==> src/rtl/ctlex_pkg.sv <==
// ----------------------------------------------------------------------------
// ctlex_pkg
// Shared types and constants for the configuration text lexer: token codes,
// lexer modes, the result record and the queue entry between front and back.
// ----------------------------------------------------------------------------
package ctlex_pkg;

    // Token type codes as they appear on the result channel
    typedef enum logic [3:0] {
        TT_ID      = 4'd0,
        TT_STR     = 4'd1,
        TT_INT     = 4'd2,
        TT_LBRACE  = 4'd3,
        TT_RBRACE  = 4'd4,
        TT_EQUALS  = 4'd5,
        TT_SEMI    = 4'd6,
        TT_SECTION = 4'd7,
        TT_EOF     = 4'd8,
        TT_ERROR   = 4'd9
    } t_tok_type;

    // Lexer modes, one-hot
    typedef enum logic [8:0] {
        M_INIT    = 9'b000000001,
        M_ID      = 9'b000000010,
        M_STRCONT = 9'b000000100,
        M_STRESC  = 9'b000001000,
        M_STR     = 9'b000010000,
        M_NEG     = 9'b000100000,
        M_INT     = 9'b001000000,
        M_WS      = 9'b010000000,
        M_COM     = 9'b100000000
    } t_mode;

    // One result record
    typedef struct packed {
        t_tok_type   tok;
        logic [15:0] start;
        logic [15:0] raw;
        logic [15:0] value;
        logic [16:0] epos;
    } t_result;

    // Results caused by one input item: one or two records
    typedef struct packed {
        t_result r0;
        t_result r1;
        logic    two;
    } t_entry;

    // Queue between front and back
    localparam int QUEUE_DEPTH = 4;
    localparam int QUEUE_AW    = $clog2(QUEUE_DEPTH);

endpackage

==> src/rtl/ctlex_front.sv <==
// ----------------------------------------------------------------------------
// ctlex_front
// Accepts one byte or end marker per cycle while the queue has room, runs the
// lexer FSM and pushes the one or two result records it causes into the queue.
// ----------------------------------------------------------------------------
module ctlex_front
    import ctlex_pkg::*;
#(
    parameter int MAX_INPUT_BYTES = 65535
) (
    input  logic        i_clk,
    input  logic        i_rst_n,
    input  logic        i_in_valid,
    output logic        o_in_ready,
    input  logic        i_kind,
    input  logic [7:0]  i_text_byte,
    input  logic        i_q_ready,
    output logic        o_push,
    output t_entry      o_entry
);

    localparam int               PW       = $clog2(MAX_INPUT_BYTES + 1);
    localparam logic [PW-1:0]    MAX_POS  = PW'(MAX_INPUT_BYTES);
    localparam logic [16:0]      OVF_EPOS = 17'(MAX_INPUT_BYTES + 1);

    localparam logic [7:0] CH_QUOTE  = 8'h22;
    localparam logic [7:0] CH_HASH   = 8'h23;
    localparam logic [7:0] CH_BSLASH = 8'h5C;
    localparam logic [7:0] CH_MINUS  = 8'h2D;
    localparam logic [7:0] CH_ZERO   = 8'h30;
    localparam logic [7:0] CH_NINE   = 8'h39;
    localparam logic [7:0] CH_LBRACE = 8'h7B;
    localparam logic [7:0] CH_RBRACE = 8'h7D;
    localparam logic [7:0] CH_EQUALS = 8'h3D;
    localparam logic [7:0] CH_SEMI   = 8'h3B;
    localparam logic [7:0] CH_SPACE  = 8'h20;
    localparam logic [7:0] CH_TAB    = 8'h09;
    localparam logic [7:0] CH_CR     = 8'h0D;
    localparam logic [7:0] CH_LF     = 8'h0A;

    // Letters of the keyword "section"
    function automatic logic [7:0] kw_char(input logic [2:0] idx);
        logic [7:0] ch;
        unique case (idx)
            3'd0:    ch = 8'h73;
            3'd1:    ch = 8'h65;
            3'd2:    ch = 8'h63;
            3'd3:    ch = 8'h74;
            3'd4:    ch = 8'h69;
            3'd5:    ch = 8'h6F;
            3'd6:    ch = 8'h6E;
            default: ch = 8'h00;
        endcase
        return ch;
    endfunction

    function automatic t_result mk_tok(input t_tok_type tok, input logic [15:0] start,
                                       input logic [15:0] raw);
        t_result r;
        r.tok   = tok;
        r.start = start;
        r.raw   = raw;
        r.value = raw;
        r.epos  = '0;
        return r;
    endfunction

    function automatic t_result mk_err(input logic [16:0] epos);
        t_result r;
        r       = '0;
        r.tok   = TT_ERROR;
        r.epos  = epos;
        return r;
    endfunction

    t_mode         r_mode,    n_mode;
    logic [PW-1:0] r_pos,     n_pos;
    logic [15:0]   r_tstart,  n_tstart;
    logic [15:0]   r_ucnt,    n_ucnt;
    logic [2:0]    r_kw_prog, n_kw_prog;
    logic          r_kw_mm,   n_kw_mm;
    logic          r_failed,  n_failed;

    logic          accept;
    logic [7:0]    c;
    logic          is_alpha, is_digit, is_space, is_crlf;
    logic [15:0]   pos16, len;
    logic [16:0]   pos_p1;
    t_result       ident_res, str_res, res_a, res_l;
    logic          emit_a, emit_l, reopen, fail, bad;

    assign accept     = i_in_valid && i_q_ready;
    assign o_in_ready = i_q_ready;

    // Classify the byte
    assign c        = i_text_byte;
    assign is_alpha = (c >= 8'h61 && c <= 8'h7A) || (c >= 8'h41 && c <= 8'h5A);
    assign is_digit = (c >= CH_ZERO && c <= CH_NINE);
    assign is_crlf  = (c == CH_CR) || (c == CH_LF);
    assign is_space = (c == CH_SPACE) || (c == CH_TAB) || is_crlf;

    assign pos16  = 16'(r_pos);
    assign len    = pos16 - r_tstart;
    assign pos_p1 = 17'({1'b0, r_pos} + 1'b1);

    // Records for tokens closed at the current position
    always_comb begin
        ident_res = mk_tok((!r_kw_mm && r_kw_prog == 3'd7) ? TT_SECTION : TT_ID,
                           r_tstart, len);
        str_res       = mk_tok(TT_STR, r_tstart, len);
        str_res.value = r_ucnt;
    end

    // Lexer next state and results
    always_comb begin
        n_mode    = r_mode;
        n_pos     = r_pos;
        n_tstart  = r_tstart;
        n_ucnt    = r_ucnt;
        n_kw_prog = r_kw_prog;
        n_kw_mm   = r_kw_mm;
        n_failed  = r_failed;
        res_a     = '0;
        res_l     = '0;
        emit_a    = 1'b0;
        emit_l    = 1'b0;
        reopen    = 1'b0;
        fail      = 1'b0;
        bad       = 1'b0;

        if (i_kind) begin
            // End marker: unless failed, flush the open token, then eof or error
            if (!r_failed) begin
                unique case (r_mode)
                    M_ID: begin
                        res_a  = ident_res;
                        emit_a = 1'b1;
                    end
                    M_STR: begin
                        res_a  = str_res;
                        emit_a = 1'b1;
                    end
                    M_INT: begin
                        res_a  = mk_tok(TT_INT, r_tstart, len);
                        emit_a = 1'b1;
                    end
                    M_STRCONT, M_STRESC, M_NEG: bad = 1'b1;
                    default: ;
                endcase
                emit_l = 1'b1;
                res_l  = bad ? mk_err(pos_p1) : mk_tok(TT_EOF, pos16, 16'd0);
            end
            n_mode    = M_INIT;
            n_pos     = '0;
            n_tstart  = '0;
            n_ucnt    = '0;
            n_kw_prog = '0;
            n_kw_mm   = 1'b0;
            n_failed  = 1'b0;
        end else if (!r_failed) begin
            if (r_pos >= MAX_POS) begin
                // Input too long
                emit_l   = 1'b1;
                res_l    = mk_err(OVF_EPOS);
                n_failed = 1'b1;
            end else begin
                // Continue the current mode
                unique case (r_mode)
                    M_ID: begin
                        if (is_alpha || is_digit) begin
                            if (!r_kw_mm && r_kw_prog != 3'd7 && c == kw_char(r_kw_prog)) begin
                                n_kw_prog = r_kw_prog + 3'd1;
                            end else begin
                                n_kw_mm = 1'b1;
                            end
                        end else begin
                            res_a  = ident_res;
                            emit_a = 1'b1;
                            reopen = 1'b1;
                        end
                    end
                    M_STRCONT: begin
                        if (c == CH_BSLASH) begin
                            n_mode = M_STRESC;
                        end else if (c == CH_QUOTE) begin
                            n_mode = M_STR;
                        end else begin
                            n_ucnt = r_ucnt + 16'd1;
                        end
                    end
                    M_STRESC: begin
                        if (c == CH_BSLASH || c == CH_QUOTE) begin
                            n_ucnt = r_ucnt + 16'd1;
                            n_mode = M_STRCONT;
                        end else begin
                            fail = 1'b1;
                        end
                    end
                    M_STR: begin
                        res_a  = str_res;
                        emit_a = 1'b1;
                        reopen = 1'b1;
                    end
                    M_NEG: begin
                        if (is_digit && c != CH_ZERO) begin
                            n_mode = M_INT;
                        end else begin
                            fail = 1'b1;
                        end
                    end
                    M_INT: begin
                        if (!is_digit) begin
                            res_a  = mk_tok(TT_INT, r_tstart, len);
                            emit_a = 1'b1;
                            reopen = 1'b1;
                        end
                    end
                    M_WS: begin
                        if (!is_space) begin
                            reopen = 1'b1;
                        end
                    end
                    M_COM: begin
                        if (is_crlf) begin
                            n_mode = M_INIT;
                        end
                    end
                    default: reopen = 1'b1;
                endcase

                // Lex the byte afresh from the initial mode
                if (reopen) begin
                    n_mode   = M_INIT;
                    n_tstart = pos16;
                    if (is_alpha) begin
                        n_mode    = M_ID;
                        n_kw_prog = (c == kw_char(3'd0)) ? 3'd1 : 3'd0;
                        n_kw_mm   = (c != kw_char(3'd0));
                    end else if (c == CH_QUOTE) begin
                        n_mode = M_STRCONT;
                        n_ucnt = '0;
                    end else if (c == CH_ZERO) begin
                        res_l  = mk_tok(TT_INT, pos16, 16'd1);
                        emit_l = 1'b1;
                    end else if (is_digit) begin
                        n_mode = M_INT;
                    end else if (c == CH_MINUS) begin
                        n_mode = M_NEG;
                    end else if (c == CH_LBRACE) begin
                        res_l  = mk_tok(TT_LBRACE, pos16, 16'd1);
                        emit_l = 1'b1;
                    end else if (c == CH_RBRACE) begin
                        res_l  = mk_tok(TT_RBRACE, pos16, 16'd1);
                        emit_l = 1'b1;
                    end else if (c == CH_EQUALS) begin
                        res_l  = mk_tok(TT_EQUALS, pos16, 16'd1);
                        emit_l = 1'b1;
                    end else if (c == CH_SEMI) begin
                        res_l  = mk_tok(TT_SEMI, pos16, 16'd1);
                        emit_l = 1'b1;
                    end else if (is_space) begin
                        n_mode = M_WS;
                    end else if (c == CH_HASH) begin
                        n_mode = M_COM;
                    end else begin
                        fail = 1'b1;
                    end
                end

                // Illegal byte: report once, then ignore until the end marker
                if (fail) begin
                    res_l    = mk_err(pos_p1);
                    emit_l   = 1'b1;
                    n_failed = 1'b1;
                end else begin
                    n_pos = r_pos + 1'b1;
                end
            end
        end
    end

    // Pack the results of this item
    always_comb begin
        o_entry.r0  = emit_a ? res_a : res_l;
        o_entry.r1  = res_l;
        o_entry.two = emit_a && emit_l;
        o_push      = accept && (emit_a || emit_l);
    end

    // Advance lexer state on each accepted item
    always_ff @(posedge i_clk) begin
        if (!i_rst_n) begin
            r_mode    <= M_INIT;
            r_pos     <= '0;
            r_tstart  <= '0;
            r_ucnt    <= '0;
            r_kw_prog <= '0;
            r_kw_mm   <= 1'b0;
            r_failed  <= 1'b0;
        end else if (accept) begin
            r_mode    <= n_mode;
            r_pos     <= n_pos;
            r_tstart  <= n_tstart;
            r_ucnt    <= n_ucnt;
            r_kw_prog <= n_kw_prog;
            r_kw_mm   <= n_kw_mm;
            r_failed  <= n_failed;
        end
    end

endmodule

==> src/rtl/ctlex_queue.sv <==
// ----------------------------------------------------------------------------
// ctlex_queue
// Short FIFO of result entries between the lexer front and the output back.
// ----------------------------------------------------------------------------
module ctlex_queue
    import ctlex_pkg::*;
(
    input  logic   i_clk,
    input  logic   i_rst_n,
    input  logic   i_push,
    input  t_entry i_entry,
    output logic   o_ready,
    output logic   o_valid,
    output t_entry o_entry,
    input  logic   i_pop
);

    t_entry               r_mem [QUEUE_DEPTH];
    logic [QUEUE_AW-1:0]  r_wptr, n_wptr;
    logic [QUEUE_AW-1:0]  r_rptr, n_rptr;
    logic [QUEUE_AW:0]    r_count, n_count;
    logic                 do_push, do_pop;

    assign o_ready = (r_count != QUEUE_AW'(0) + (QUEUE_AW + 1)'(QUEUE_DEPTH));
    assign o_valid = (r_count != '0);
    assign o_entry = r_mem[r_rptr];

    assign do_push = i_push && o_ready;
    assign do_pop  = i_pop && o_valid;

    // Move pointers and fill count
    always_comb begin
        n_wptr  = do_push ? r_wptr + 1'b1 : r_wptr;
        n_rptr  = do_pop  ? r_rptr + 1'b1 : r_rptr;
        n_count = r_count;
        if (do_push && !do_pop) begin
            n_count = r_count + 1'b1;
        end else if (do_pop && !do_push) begin
            n_count = r_count - 1'b1;
        end
    end

    always_ff @(posedge i_clk) begin
        if (!i_rst_n) begin
            r_wptr  <= '0;
            r_rptr  <= '0;
            r_count <= '0;
        end else begin
            r_wptr  <= n_wptr;
            r_rptr  <= n_rptr;
            r_count <= n_count;
        end
    end

    // Store entries
    always_ff @(posedge i_clk) begin
        if (do_push) begin
            r_mem[r_wptr] <= i_entry;
        end
    end

endmodule

==> src/rtl/ctlex_back.sv <==
// ----------------------------------------------------------------------------
// ctlex_back
// Splits each queue entry into its result records and drives the registered
// result channel, one record per transfer.
// ----------------------------------------------------------------------------
module ctlex_back
    import ctlex_pkg::*;
(
    input  logic        i_clk,
    input  logic        i_rst_n,
    input  logic        i_head_valid,
    input  t_entry      i_head,
    output logic        o_pop,
    output logic        o_out_valid,
    input  logic        i_out_ready,
    output logic [3:0]  o_token_type,
    output logic [15:0] o_start_pos,
    output logic [15:0] o_raw_length,
    output logic [15:0] o_value_length,
    output logic [16:0] o_error_pos,
    output logic        o_last
);

    logic    r_out_valid, n_out_valid;
    logic    r_sel, n_sel;
    t_result r_res;
    logic    r_last;
    logic    take, load, is_last;
    t_result cur;

    // Pick the next record of the head entry
    always_comb begin
        take        = !r_out_valid || i_out_ready;
        load        = take && i_head_valid;
        cur         = r_sel ? i_head.r1 : i_head.r0;
        is_last     = r_sel || !i_head.two;
        o_pop       = load && is_last;
        n_sel       = load ? !is_last : r_sel;
        n_out_valid = take ? i_head_valid : r_out_valid;
    end

    always_ff @(posedge i_clk) begin
        if (!i_rst_n) begin
            r_out_valid <= 1'b0;
            r_sel       <= 1'b0;
        end else begin
            r_out_valid <= n_out_valid;
            r_sel       <= n_sel;
        end
    end

    // Hold the record until it is transferred
    always_ff @(posedge i_clk) begin
        if (load) begin
            r_res  <= cur;
            r_last <= is_last;
        end
    end

    assign o_out_valid    = r_out_valid;
    assign o_token_type   = r_res.tok;
    assign o_start_pos    = r_res.start;
    assign o_raw_length   = r_res.raw;
    assign o_value_length = r_res.value;
    assign o_error_pos    = r_res.epos;
    assign o_last         = r_last;

endmodule

==> src/rtl/config_text_lexer_top.sv <==
// ----------------------------------------------------------------------------
// config_text_lexer_top
// Streaming lexer for configuration text: bytes and an end marker in, token
// records (type, offsets, lengths, error position) out.
//
//   channel  | handshake                | payload
//   ---------+--------------------------+--------------------------------------
//   input    | i_in_valid / o_in_ready  | i_kind, i_text_byte
//   result   | o_out_valid / i_out_ready| o_token_type, o_start_pos,
//            |                          | o_raw_length, o_value_length,
//            |                          | o_error_pos, o_last
//
// One input item is taken per cycle; the lexer state updates in the cycle of
// the transfer. An item causes zero, one or two results; the result port
// delivers one per cycle unless stalled, so the sustained rate is one item per
// cycle when each item causes at most one result. A 4-entry queue separates the
// lexer from the output register; the input stalls only when that queue is full.
// Reset is synchronous and active low and needs no clearing pass.
// ----------------------------------------------------------------------------
module config_text_lexer_top
    import ctlex_pkg::*;
#(
    parameter int MAX_INPUT_BYTES = 65535
) (
    input  logic        i_clk,
    input  logic        i_rst_n,
    input  logic        i_in_valid,
    output logic        o_in_ready,
    input  logic        i_kind,
    input  logic [7:0]  i_text_byte,
    output logic        o_out_valid,
    input  logic        i_out_ready,
    output logic [3:0]  o_token_type,
    output logic [15:0] o_start_pos,
    output logic [15:0] o_raw_length,
    output logic [15:0] o_value_length,
    output logic [16:0] o_error_pos,
    output logic        o_last
);

    logic   q_ready, q_valid, push, pop;
    t_entry push_entry, head_entry;

    ctlex_front #(
        .MAX_INPUT_BYTES (MAX_INPUT_BYTES)
    ) u_front (
        .i_clk       (i_clk),
        .i_rst_n     (i_rst_n),
        .i_in_valid  (i_in_valid),
        .o_in_ready  (o_in_ready),
        .i_kind      (i_kind),
        .i_text_byte (i_text_byte),
        .i_q_ready   (q_ready),
        .o_push      (push),
        .o_entry     (push_entry)
    );

    ctlex_queue u_queue (
        .i_clk   (i_clk),
        .i_rst_n (i_rst_n),
        .i_push  (push),
        .i_entry (push_entry),
        .o_ready (q_ready),
        .o_valid (q_valid),
        .o_entry (head_entry),
        .i_pop   (pop)
    );

    ctlex_back u_back (
        .i_clk          (i_clk),
        .i_rst_n        (i_rst_n),
        .i_head_valid   (q_valid),
        .i_head         (head_entry),
        .o_pop          (pop),
        .o_out_valid    (o_out_valid),
        .i_out_ready    (i_out_ready),
        .o_token_type   (o_token_type),
        .o_start_pos    (o_start_pos),
        .o_raw_length   (o_raw_length),
        .o_value_length (o_value_length),
        .o_error_pos    (o_error_pos),
        .o_last         (o_last)
    );

endmodule

==> config.mk <==
export PLATFORM = sky130hd
export DESIGN_NAME = config_text_lexer_top
export DESIGN_NICKNAME = d
export VERILOG_FILES = /design/src/rtl/ctlex_pkg.sv /design/src/rtl/ctlex_front.sv /design/src/rtl/ctlex_queue.sv /design/src/rtl/ctlex_back.sv /design/src/rtl/config_text_lexer_top.sv
export SDC_FILE = /design/constraint.sdc
export NUM_CORES = 1
export LEC_CHECK = 0
export ABC_AREA = 1
export BUFFER_PORTS_ARGS = -buffer_cell sky130_fd_sc_hd__buf_2
export CAP_MARGIN = 5
export CORE_MARGIN = 2
export CORE_UTILIZATION = 27
export CTS_CLUSTER_DIAMETER = 120
export DETAILED_ROUTE_END_ITERATION = 6
export PLACE_DENSITY_LB_ADDON = 0.12
export SYNTH_ARGS = -nofsm -noshare
export SYNTH_HDL_FRONTEND = slang
export SYNTH_SLANG_ARGS = --single-unit
==> constraint.sdc <==
create_clock -name i_clk -period 9 [get_ports i_clk]
set_clock_uncertainty 0.1 [all_clocks]
set_input_delay 0.9 -clock i_clk [delete_from_list [all_inputs] [get_ports i_clk]]
set_output_delay 0.9 -clock i_clk [all_outputs]
set_load 0.01 [all_outputs]
==> impl_metrics.py <==
metrics = {
    "final_layout": {
        "diodes": 0,
        "fill_cells": 9358,
        "synthToLayoutAreaGrowth_pct": 15.4,
        "fin_util_pct": 31.5,
        "fin_nets": 2444,
        "layout-drive-gt1-share_pct": 11.9,
    },
    "power": {
        "p_per_area_nw_per_um2": 296,
        "power.share.switching_pct": 34.4,
        "ir_drop_mv": 0.126,
        "p_clk_share_pct": 30.9,
        "combPwrFrac_pct": 27.3,
        "p_seq_share_pct": 41.8,
        "netSwitchingPower_mw": 2.93,
        "leakage_nw": 10.2,
        "internal_power_mw": 5.60,
    },
    "global_routing": {
        "antenna_found_initial": 2,
        "grt_pass1_wl_mm": 110,
        "grt_pass1_vias": 17362,
        "grt_max_degree": 109,
        "track_usage_pct": 15.5,
        "grt-ovfl-total": 0,
    },
    "setup_path": {
        "required_ps": 9110,
        "r2r_slack_ps": 5090,
        "path_max_fanout": 62,
        "r2r_end": "u_queue.r_mem[0][79]",
        "crit_path_start_kind": "flip-flop",
        "endpoint_kind": "flip-flop",
        "reg2regPathDepth": 14,
        "reg2reg_from": "u_front.pos16[0]",
        "critPathArrivalTime_ps": 4010,
        "crit_type": "reg -> reg",
    },
    "placement": {
        "io_buffers": 84,
        "post-dp-hpwl_mm": 44.9,
        "globalplace.congestion": 0.818,
    },
    "cts": {
        "ctsHtreeMaxLevel": 3,
        "cts-root-buf": "clkbuf_16",
        "post_cts_hold_buffer_count": 0,
        "post-cts-setup-buffers": 0,
        "clk_pin_slew_worst_paths_ps": 60,
        "cts_buffers": 68,
        "clk_path_buf_depth": 3,
        "tritoncts": "done",
        "cts_resized": 0,
        "cts_sinks": 575,
        "worstSkewPairLatency_ps": 610,
    },
    "yosys": {
        "syn-instance-count": 2341,
        "postSynthAreaPerCell_um2": 10.7,
        "syn_nets": 2384,
        "netlist_area_um2": 25000,
        "synth-edff-count": 502,
        "ys_seq_area_share_pct": 66.0,
        "async_flop_share_pct": 0,
        "ys_ff_latch": 575,
        "synth_cell_types": 56,
        "yosysWarningCount": 0,
        "synth_ff_type": "edfxtp_1",
    },
    "min_path": {
        "hold_depth": 2,
        "worstHoldStart": "u_front.r_tstart[5]",
        "holdPathEnd": "u_front.r_tstart[5]",
        "hp-class": "reg -> reg",
    },
    "floorplanning": {
        "core_area_um2": 91800,
        "pin_count": 85,
        "die_w_um": 309,
        "die_y_um": 309,
        "std_cell_rows": 111,
        "initial_utilization_pct": 27.3,
        "dieArea_um2": 95200,
    },
    "detailed_routing": {
        "drt_wl_total_mm": 74.3,
        "num_vias": 17309,
        "wl_per_cell_um": 20.1,
        "via_per_inst": 4.68,
        "dr.first_iter.drc_count": 1088,
        "firstDrtPassIters": 6,
        "post-route-drc-count": 0,
        "ant_nets": 0,
    },
    "sta": {
        "worstMarginPinSlew_ps": 1060,
        "max_freq_mhz": 256,
        "timing.slew.headroom_pct": 29.6,
        "setup_viol": 0,
        "finalCritPeriodShare_pct": 43.4,
        "finalCriticalPeriod_ps": 3910,
        "fin_setup_tns_ps": 0,
        "final_hold_viol_count": 0,
        "final-max-slew-violation-count": 0,
        "rsz0062_at_grt": "false",
    },
    "job": {
        "drv_cap": 0,
    },
    "outcome": {
        "status": "finished clean",
    },
}
## flip-flops by register name (all words and copies together) (netlist names), 4 cells and up, named ones only
| signal | flops |
|---|---|
| u_queue.r_mem | 432 |
| u_back.o_error_pos | 17 |
| u_back.o_raw_length | 16 |
| u_back.o_start_pos | 16 |
| u_back.o_value_length | 16 |
| u_front.pos16 | 16 |
| u_front.r_tstart | 16 |
| u_front.r_ucnt | 16 |
| u_front.r_mode | 9 |
| u_back.o_token_type | 4 |
## routing by layer
metal	up-vias	part of all wire, %	routed length (µm)	GRT usage [%]
met1	8599	46	34200	20.4
li1	8337	-	-	-
met4	2	2.5	1870	5.39
met2	279	48	35500	26.0
met3	92	3.6	2700	2.37
met5	-	0.018	13	0
## power by group through the flow
stage	registers [mW]	logic (mW)	clock network, mW
after global routing	3.61	2.62	2.83
after CTS	3.57	2.42	2.74
after global placement	3.63	2.40	0
final	3.57	2.33	2.64
after detailed placement	3.63	2.41	0
after floorplan	3.72	1.37	0
## worst max path at each step
stage          slack [ps]                   end               from  depth (start not counted)
3_5_place_dp         4690   u_queue.r_mem[0][7]     i_text_byte[1]                         15
5_1_grt              4740    u_queue.r_count[2]   u_front.pos16[0]                         20
4_1_cts              5040  u_queue.r_mem[0][84]  u_front.r_mode[6]                         16
6_report             5090  u_queue.r_mem[0][79]   u_front.pos16[0]                         14
2_1_floorplan        1620   u_queue.r_mem[0][0]     i_text_byte[4]                         15
3_3_place_gp         4690    u_queue.r_count[2]     i_text_byte[1]                         21
## synth_stat cells (3+ instances only)
| library cell | n | area, µm² |
|---|---|---|
| nor2_1 | 515 | 1930 |
| edfxtp_1 | 502 | 15100 |
| o21ai_0 | 269 | 1350 |
| nand2_1 | 205 | 769 |
| inv_1 | 139 | 522 |
| a21oi_1 | 110 | 551 |
| clkbuf_1 | 80 | 300 |
| dfxtp_1 | 73 | 1460 |
| nand3_1 | 70 | 350 |
| a31oi_1 | 44 | 275 |
| o22ai_1 | 43 | 269 |
| nor3_1 | 40 | 200 |
| ha_1 | 28 | 350 |
| nor2_2 | 26 | 163 |
| xor2_1 | 21 | 184 |
| inv_2 | 15 | 56.3 |
| nand2_2 | 15 | 93.8 |
| buf_2 | 14 | 70.1 |
| a22oi_1 | 10 | 75.1 |
| buf_1 | 10 | 37.5 |
| nand4_1 | 10 | 62.6 |
| o21ai_1 | 10 | 50.1 |
| a211oi_1 | 8 | 60.1 |
| o31ai_1 | 8 | 60.1 |
| buf_6 | 6 | 67.6 |
| xnor2_1 | 6 | 52.6 |
| nand3_2 | 5 | 50.1 |
| nor2_4 | 5 | 56.3 |
| nor3_2 | 5 | 50.1 |
| nand2_4 | 4 | 45.0 |
| nand3b_1 | 4 | 30.0 |
| o221ai_1 | 4 | 35.0 |
| buf_4 | 3 | 22.5 |
| nor4_1 | 3 | 18.8 |
| or2_2 | 3 | 18.8 |
## layout make-up
type	instances	area [µm²]	area share, %
clock buffers	96	1880	6.50
repair buffers	103	601	2.08
multi-input cells	1497	7460	25.8
inverters	156	592	2.05
flip-flops and latches	575	16500	57.3
well taps	1243	1560	5.38
clock inverters	27	249	0.862
## critical path: stages, from the launching register on
cell     delay [ps]
dfxtp_1         470
ha_1            240
nand2_1         100
nor2_2          150
nand2_1         120
nor2_2          140
nand3_1         110
nor2_1          150
nand3_1         260
nand4_4         220
nand2_1         130
nand3_2         110
nand2_2         180
nor2_4          140
buf_4           760
## placed cells by master, fill, tap and decap left out, drive strengths merged, types with 2 or more instances in the layout
cell type,instances
nor2,546
o22ai,43
edfxtp,502
nor3,45
clkinvlp,6
nand4,11
nand3b,4
fa,2
dfxtp,73
inv,157
xnor2,6
nand2,224
o21ai,281
a31oi,44
nand3,75
a21oi,113
nor4,3
o31ai,8
bufinv,3
o32ai,2
a211oi,8
clkinv,17
a221o,2
o211ai,2
o221ai,4
a22oi,10
ha,28
xor2,21
clkbuf,96
buf,103
or2,6
## logic make-up (layout without fill, tap and decap cells)
family / Yosys count / in the layout / share of synthesized area (%)
AO/OA/AOI/OAI: 524 / 524 / 11.6
XOR/XNOR: 27 / 27 / 0.944
adder cells (fa/ha/maj): 30 / 30 / 1.56
AND/OR/NAND/NOR: 916 / 916 / 15.6
buffers and inverters: 269 / 382 / 4.33
flip-flops: 575 / 575 / 66.0
## through the flow
stage                     area, µm²  total power [mW]  worst slack, ps  cells  hold slack, ps
final                         28900              8.54             5090   3697             366
after global routing          28900              9.06             4740   3697             382
after CTS                     28900              8.73             5040   3697             365
after detailed placement      26800              6.04             4690   3574             355
after global placement        26800              6.03             4690   3574             351
after floorplan               25000              5.10             1620   2341             336
(Power assumes the default switching activity.)
